## config.mk

```make
export PLATFORM = sky130hd
export DESIGN_NAME = hdc_mac
export DESIGN_NICKNAME = d
export VERILOG_FILES = /design/src/rtl/hdc_pkg.sv /design/src/rtl/hdc_mac.sv
export SDC_FILE = /design/constraint.sdc
export NUM_CORES = 1
export LEC_CHECK = 0
export ABC_AREA = 1
export BUFFER_PORTS_ARGS = -buffer_cell sky130_fd_sc_hd__buf_2
export CORE_AREA = 5 5 204 206
export DETAILED_ROUTE_END_ITERATION = 16
export DIE_AREA = 0 0 209 211
export PLACE_DENSITY = 0.59
export REMOVE_ABC_BUFFERS = 1
export SLEW_MARGIN = 20
export SYNTH_ARGS = -nofsm -noshare
export SYNTH_HDL_FRONTEND = slang
export SYNTH_SLANG_ARGS = --single-unit
```

## constraint.sdc

```tcl
create_clock -name clk -period 6.2 [get_ports clk]
set_input_delay 0.31 -clock clk [delete_from_list [all_inputs] [get_ports clk]]
set_output_delay 0.31 -clock clk [all_outputs]
set_load 0.05 [all_outputs]
```

## src/rtl/hdc_pkg.sv

```systemverilog
// Shared types and constants for the hyperdimensional classifier.
// Used by hdc_mac and hdc_encode_classify; depends on nothing.
`default_nettype none

package hdc_pkg;

  localparam int FEATURES_C = 64;
  localparam int DIM_C      = 512;
  localparam int CLASSES_C  = 16;

  localparam int OP_W        = 2;
  localparam int ADDR_W      = 15;
  localparam int VALUE_W     = 16;
  localparam int CLASS_OUT_W = 4;
  localparam int SCORE_OUT_W = 26;
  localparam int ADDR_SPACE  = 32768;

  localparam int SCORE_MAX_C = 33554431;
  localparam int SCORE_MIN_C = -33554432;

  localparam logic [OP_W-1:0] OP_BASE   = 2'd0;
  localparam logic [OP_W-1:0] OP_CLASS  = 2'd1;
  localparam logic [OP_W-1:0] OP_SAMPLE = 2'd2;

  typedef enum logic [2:0] {
    ST_IDLE,
    ST_ENC,
    ST_ENC_WAIT,
    ST_CLS,
    ST_CLS_WAIT,
    ST_ARG,
    ST_ARG_WAIT,
    ST_OUT
  } state_t;

  // control that travels with one multiply-accumulate operand pair
  typedef struct packed {
    logic vld;
    logic first;
    logic lastf;
  } mac_ctl_t;

endpackage

`default_nettype wire

```

## src/rtl/hdc_mac.sv

```systemverilog
// Shared multiply-accumulate unit: one 16x16 product per cycle into a wide
// accumulator, emitting the sign of each finished dot product. Uses hdc_pkg.
`default_nettype none

module hdc_mac
  import hdc_pkg::*;
#(
  parameter int ACC_W = 38
) (
  input  wire logic                      clk,
  input  wire logic                      rst,
  input  wire mac_ctl_t                  ctl,
  input  wire logic signed [VALUE_W-1:0] a,
  input  wire logic signed [VALUE_W-1:0] b,
  output logic                           sign_we,
  output logic                           sign_bit,
  output logic                           busy
);

  mac_ctl_t                    ctl1;
  logic signed [2*VALUE_W-1:0] prod;
  logic signed [ACC_W-1:0]     acc;
  logic signed [ACC_W-1:0]     acc_next;

  always_comb begin
    if (ctl1.first) begin
      acc_next = ACC_W'(prod);
    end else begin
      acc_next = acc + ACC_W'(prod);
    end
  end

  always_ff @(posedge clk) begin
    if (rst) begin
      ctl1    <= '0;
      sign_we <= 1'b0;
    end else begin
      ctl1    <= ctl;
      sign_we <= ctl1.vld & ctl1.lastf;
    end
    prod <= a * b;
    if (ctl1.vld) begin
      acc      <= acc_next;
      sign_bit <= ~acc_next[ACC_W-1];
    end
  end

  assign busy = ctl1.vld | sign_we;

endmodule

`default_nettype wire

```

# Word-level counts from Yosys, hierarchy flattened

Index checks and enable logic that the tools add are counted.

Input port bits: 37
Logic and storage cells: 13
Output and inout port bits: 3
Register bits: 75

Multiply operators: 1
Add/sub/neg operators: 1
Mux-type cells: 1
Bitwise operators: 3

Operator list:

| kind             | number |
|---|---|
| $add A38 B32 Y38 | 1 |
| $mux W38         | 1 |
| $mul A16 B16 Y32 | 1 |
| $and A1 B1 Y1    | 1 |
| $not A1 Y1       | 1 |
| $or A1 B1 Y1     | 1 |

# Longest topological paths before layout

Gate-level depths: netlist (run 1).

Word-level depth: 3
Mapped depth: 27

# Worst setup path before layout (run 1)

OpenSTA, ideal clock, no wires.

Path type: input -> register
Start point: in b[3]
End point: reg prod[30]
Arrival time: 5.323 ns
Stages on the path: 19
Setup slack: 0.758 ns
Buffers on the path: 2
Data required time: 6.081 ns
Cells stage by stage: clkbuf_1 -> clkbuf_1 -> nand2_1 -> inv_1 -> fa_1 -> fa_1 -> inv_1 -> fa_1 -> fa_1 -> fa_1 -> fa_1 -> inv_1 -> ha_1 -> a21o_1 -> a21boi_0 -> o21ai_0 -> a21oi_1 -> nand2_1 -> xor2_1

Cells in the longest elaborated chain, start to end: 1

RTL lines:

| what                 | line          | RTL |
|---|---|---|
| from (decl)          | hdc_mac.sv:14 | `input wire logic signed [VALUE_W-1:0] b,` |
| $mul A16 B16 Y32     | hdc_mac.sv:41 | `prod <= a * b;` |
| to (signal assigned) | hdc_mac.sv:41 |  |
| to (decl)            | hdc_mac.sv:21 | `logic signed [2*VALUE_W-1:0] prod;` |

No other way between the ends.
A chain may end at the register's enable or synchronous reset.

# Final worst setup path (run 1)

Start point: in b[1]
End point: reg prod[30]

The elaborated chain is that of the path after synthesis.

==> flow_summary.yaml, run 1 <==
clock_network:
  post_cts.repair.setup_buffers: 0
  clkSinkCount: 75
  htreeDepth: 3
  clk_path_buf_depth: 2
  cts_tree: "done"
  cts_inserted_buffers: 9
  clkTransAtPathRegs_ns: 0.06
  ctsResizeCount: 0
  clkLatencyLatePin_ns: 0.35
  cts_root_buffer: "clkbuf_16"
  cts_hold_buffers: 0
timing:
  tightestPinTransition_ns: 1.02
  setup_viol: 0
  tns_ns: 0
  fin_skew_ns: 0.00768
  max_freq_ghz: 0.181
  period_share: 0.891
  relSlewSlack: 0.318
  hold_viol: 0
  slew_violations: 0
  min_period_ns: 5.52
  rsz0062_at_grt: "false"
die:
  dieArea_mm2: 0.0441
  boundaryPins: 40
  die_w_um: 209
  die_h_um: 211
  row_count: 73
  initial_utilization: 0.394
  core_area_mm2: 0.0395
drt:
  route.detailed.drc: 0
  vias: 12400
  drt_iter0_markers: 696
  top_layer: "met4"
  post_drt_wl_per_cell_um: 15.3
  antenna_left: 0
  first_pass_iters: 5
  met1_length_um: 17800
  wl_met3_um: 1180
  wl_um: 39500
  viasPerCell: 4.77
  met2_length_um: 19700
synth:
  yosysWarnings: 0
  netlist_instances: 2075
  avgSynthCellArea_um2: 7.49
  ys_types: 41
  synth_top_area_share: 0.339
  synth.area.top_cells: "fa_1 34%, nand2_1 14%, inv_1 12%, ha_1 9.6%, edfxtp_1 7.5%"
  synthesis.area_mm2: 0.0155
  ys_seq_area_frac: 0.122
  synth-async-reset-ratio: 0
  synth_ff_type: "edfxtp_1"
  synth-edff-count: 39
  yosys.area.top_type: "fa_1"
  ys_ff_latch: 75
finish:
  fill_cells: 4138
  multi_input_area_mm2: 0.0115
  layout-drive-gt1-share: 0.0479
  final_common_cell: "nand2_1"
  final_cells: 2590
  nets: 2479
  syn_to_final_growth_pct: 6.08
  layout_common_cells: "580 x nand2_1, 513 x inv_1, 263 x fa_1"
  diodes: 0
  final-seq-area_mm2: 0.00189
placed_design:
  dp_hpwl_um: 34000
  gp_congestion: 0.940
  place_inst: 2574
  port_buffers: 39
worst_setup_path:
  r2r_start: "prod[0]"
  cp_num_buf_inv: 4
  reg2reg_to: "acc[32]"
  critPathMaxStageDelay_ns: 0.87
  arrival_ns: 5.76
  cp_max_fo: 16
  worstPathRequired_ns: 6.44
  cp-start-kind: "input pin"
  reg2reg_slack_ns: 3.40
  endpoint_kind: "flop"
  crit_path_top_delay_cell: "fa_1"
  crit_chain: "buf_2, nand2_1, inv_1, fa_1, fa_1, inv_1, fa_1, fa_1, fa_1, fa_1, inv_1, ha_1, a21o_1, a21boi_0, o21ai_0, a21oi_1, nand2_1, xor2_1"
  worstSetupStartpoint: "b[1]"
  reg2reg_depth: 15
  crit_top_cell: "fa_1"
  worstSetupPathType: "input pin to flop"
  cp_top_family: "adder cells"
global_routing:
  grt_max_degree: 44
  grt_pass1_wl_um: 67200
  grt.total_usage: 0.186
  grt-ovfl-total: 0
  antenna_found_initial: 0
  grt_pass1_vias: 13500
hold_path:
  min_path_type: "input pin to flop"
  whs_path_depth: 2
  hp-start: "rst"
  worstHoldEndpoint: "ctl1[2]"
run:
  max-cap-violations: 0
status:
  status: "finished, final reports clean"
## state kept, by name, indices dropped and copies added (netlist names)
register / flops
ctl1: 3
prod: 32
sign_we: 1
sign_bit: 1
acc: 38
## cell type report
| class | instances | share of cell area |
|---|---|---|
| Sequential cell | 75 | 0.115 |
| Clock buffer | 9 | 0.0137 |
| Timing Repair Buffer | 42 | 0.0132 |
| Clock inverter | 7 | 0.00653 |
| Inverter | 515 | 0.117 |
| Multi-Input combinational cell | 1417 | 0.695 |
| Tap cell | 525 | 0.0398 |
## worst max-delay path by stage
stage | to | cells past startpoint
after floorplan | prod[30] | 17
after global placement | prod[31] | 20
after global routing | prod[27] | 20
final | prod[30] | 18
after detailed placement | prod[30] | 18
after CTS | prod[30] | 18
## metrics by stage
| stage | hold WS [ns] | instance area (um2) | worst slack (ns) | utilization |
|---|---|---|---|---|
| floorplan | 0.381 | 15300 | 1.12 | - |
| global placement | 0.409 | 16200 | 0.373 | 0.409 |
| detailed placement | 0.419 | 16200 | 0.292 | 0.409 |
| CTS | 0.138 | 16500 | 0.662 | 0.418 |
| global route | 0.142 | 16500 | 0.365 | 0.418 |
| finish | 0.148 | 16500 | 0.676 | 0.418 |
## cells by family (layout without fill, tap and decap cells)
family / Yosys count / after routing / share of synthesized area
AOI/OAI and AO/OA: 141 / 141 / 0.0519
xor gates and xnor gates: 42 / 42 / 0.0237
adders and majority gates: 382 / 382 / 0.435
buffers and inverters: 583 / 573 / 0.141
DFF: 75 / 75 / 0.122
and+or+nand+nor: 852 / 852 / 0.227
## per-layer routing
| metal | up-vias | global-route usage |
|---|---|---|
| met5 | - | 0 |
| met4 | 0 | 0.0468 |
| met3 | 55 | 0.0153 |
| met2 | 227 | 0.336 |
| met1 | 5998 | 0.243 |
| li1 | 6085 | - |
## synth_stat cells, types with 3 or more instances
library cell    n
or2_2           8
fa_1          263
or2_1           6
o21bai_1       10
xor2_1         27
nand3b_1        9
nand2_1       580
a21oi_1        70
nor2_2          8
nand2_2         9
a21o_1          7
nand4_1        17
nand3_1        74
o21ai_0        28
clkbuf_1       66
edfxtp_1       39
nor3_1         11
o21ai_1        13
dfxtp_1        36
nor2_1        120
inv_1         514
ha_1          119
xnor2_1        15
a21oi_2         3
Power of run 1 is not shown: default switching activity piles up to over one toggle a cycle in this logic, so the estimate is an artifact.
==> run 2, diff against run 1 <==
--- a/config.mk
+++ b/config.mk
@@ -7,10 +7,13 @@
 export LEC_CHECK = 0
 export ABC_AREA = 1
 export BUFFER_PORTS_ARGS = -buffer_cell sky130_fd_sc_hd__buf_2
-export CORE_AREA = 5 5 204 206
+export CELL_PAD_IN_SITES_DETAIL_PLACEMENT = 2
+export CELL_PAD_IN_SITES_GLOBAL_PLACEMENT = 2
+export CORE_AREA = 5 5 206 208
 export DETAILED_ROUTE_END_ITERATION = 16
-export DIE_AREA = 0 0 209 211
-export PLACE_DENSITY = 0.59
+export DIE_AREA = 0 0 211 213
+export HOLD_SLACK_MARGIN = 0.06
+export PLACE_DENSITY = 0.86
 export REMOVE_ABC_BUFFERS = 1
 export SLEW_MARGIN = 20
 export SYNTH_ARGS = -nofsm -noshare
==> run 2 against run 1 <==
Via count up 8.5%. Register-to-register slack worse by 0.05 ns. Non-clock buffer count up 5. Critical path type unchanged. Critical endpoint is now prod[22]. Highest routed layer unchanged.
==> flow_summary.yaml, run 2 (synthesis gave the netlist of run 1 again) <==
status:
  status: "finished, final reports clean"
worst_setup_path:
  crit_chain: "buf_2, nand2_1, fa_1, fa_1, fa_1, inv_1, fa_1, fa_1, inv_1, fa_1, inv_1, ha_1, nand2_1, nor2_1, inv_1, nor3_1, nand2_1, nand2_1, nand2_1, nand2_1, nand2_1, nand2_1"
  crit_path_top_delay_cell: "fa_1"
  crit_top_cell: "nand2_1"
  arrival_ns: 6.11
  worstSetupPathType: "input pin to flop"
  cp-start-kind: "input pin"
  cp_num_buf_inv: 5
  cp_max_fo: 16
  reg2reg_slack_ns: 3.35
  endpoint_kind: "flop"
  worstPathRequired_ns: 6.49
  critPathMaxStageDelay_ns: 0.58
  cp_top_family: "adder cells"
global_routing:
  use_met1: 0.291
  grt_max_degree: 44
  grt-ovfl-total: 0
  grt_pass1_vias: 16600
  use_met2: 0.518
  grt_use_met3: 0.0262
  grt_pass1_wl_um: 91500
  busiest_layer: "met2"
  grt.total_usage: 0.264
  antenna_found_initial: 0
die:
  dieArea_mm2: 0.0449
  boundaryPins: 40
  row_count: 74
  die_w_um: 211
  core_area_mm2: 0.0404
  initial_utilization: 0.385
  die_h_um: 213
placed_design:
  gp_congestion: 0.868
  dp_hpwl_um: 50000
  port_buffers: 39
clock_network:
  clkSinkCount: 75
  cts_inserted_buffers: 9
  ctsResizeCount: 0
  cts_tree: "done"
  cts_root_buffer: "clkbuf_16"
  clkTransAtPathRegs_ns: 0.06
  clk_path_buf_depth: 2
  post_cts.repair.setup_buffers: 0
  htreeDepth: 3
  cts_hold_buffers: 0
  clkLatencyLatePin_ns: 0.36
timing:
  fin_skew_ns: 0.0190
  min_period_ns: 5.83
  slew_violations: 0
  hold_viol: 0
  tns_ns: 0
  setup_viol: 0
  rsz0062_at_grt: "false"
  relSlewSlack: 0.597
  period_share: 0.940
  tightestPinTransition_ns: 0.604
  max_freq_ghz: 0.172
finish:
  regMostFlops: "acc"
  largest_reg_flops: 38
  final_common_cell: "nand2_1"
  fill_cells: 4826
  final-seq-area_mm2: 0.00189
  reg.largest.list: "acc x38, prod x32, ctl1 x3"
  multi_input_area_mm2: 0.0115
  layout-drive-gt1-share: 0.0493
  syn_to_final_growth_pct: 6.00
  layout_common_cells: "580 x nand2_1, 514 x inv_1, 263 x fa_1"
  diodes: 0
  nets: 2484
drt:
  first_pass_iters: 4
  route.detailed.drc: 0
  post_drt_wl_per_cell_um: 22.1
  vias: 13400
  viasPerCell: 5.15
  drt_iter0_markers: 528
  wl_um: 57400
  antenna_left: 0
hold_path:
  min_path_type: "input pin to flop"
run:
  max-cap-violations: 0
[run 2: cell count changes in the layout (fill, tap and decap cells not counted), sizes merged]
cell,previous run,this run
buf,42,47
bufinv,2,0
clkinv,1,4
clkinvlp,1,0
[run 2: layer usage]
layer | wire (um) | share of wire | vias to the layer above
met1 | 22400 | 0.39 | 6960
met2 | 31500 | 0.55 | 240
met5 | 0 | 0 | -
met4 | 2240 | 0.039 | 0
met3 | 1320 | 0.023 | 126
li1 | - | - | 6084
[run 2: layout make-up]
type | count | area share
clock buffer | 9 | 0.0137
clock inverter | 7 | 0.00296
timing repair buffer | 47 | 0.0155
multi-input combinational | 1417 | 0.695
sequential | 75 | 0.115
inverter | 515 | 0.117
tap | 532 | 0.0404
[run 2: per-stage QoR]
| step | hold slack (ns) | std cells | setup WS, ns | utilization | instance area, um2 |
|---|---|---|---|---|---|
| floorplan | 0.381 | 2007 | 1.12 | - | 15300 |
| global placement | 0.413 | 2586 | 0.349 | 0.401 | 16200 |
| detailed placement | 0.434 | 2586 | 0.0380 | 0.401 | 16200 |
| CTS | 0.145 | 2602 | 0.404 | 0.408 | 16500 |
| global route | 0.150 | 2602 | 0.0626 | 0.408 | 16500 |
| finish | 0.152 | 2602 | 0.372 | 0.408 | 16500 |
[run 2: final timing paths]
kind,from,to,cells after the start
setup / recovery,a[13],prod[22],22
hold reg to reg,ctl1[0],sign_we,2
hold / removal,rst,ctl1[2],2
setup reg to reg,prod[0],acc[32],15
Power of run 2 is left out for the same reason.
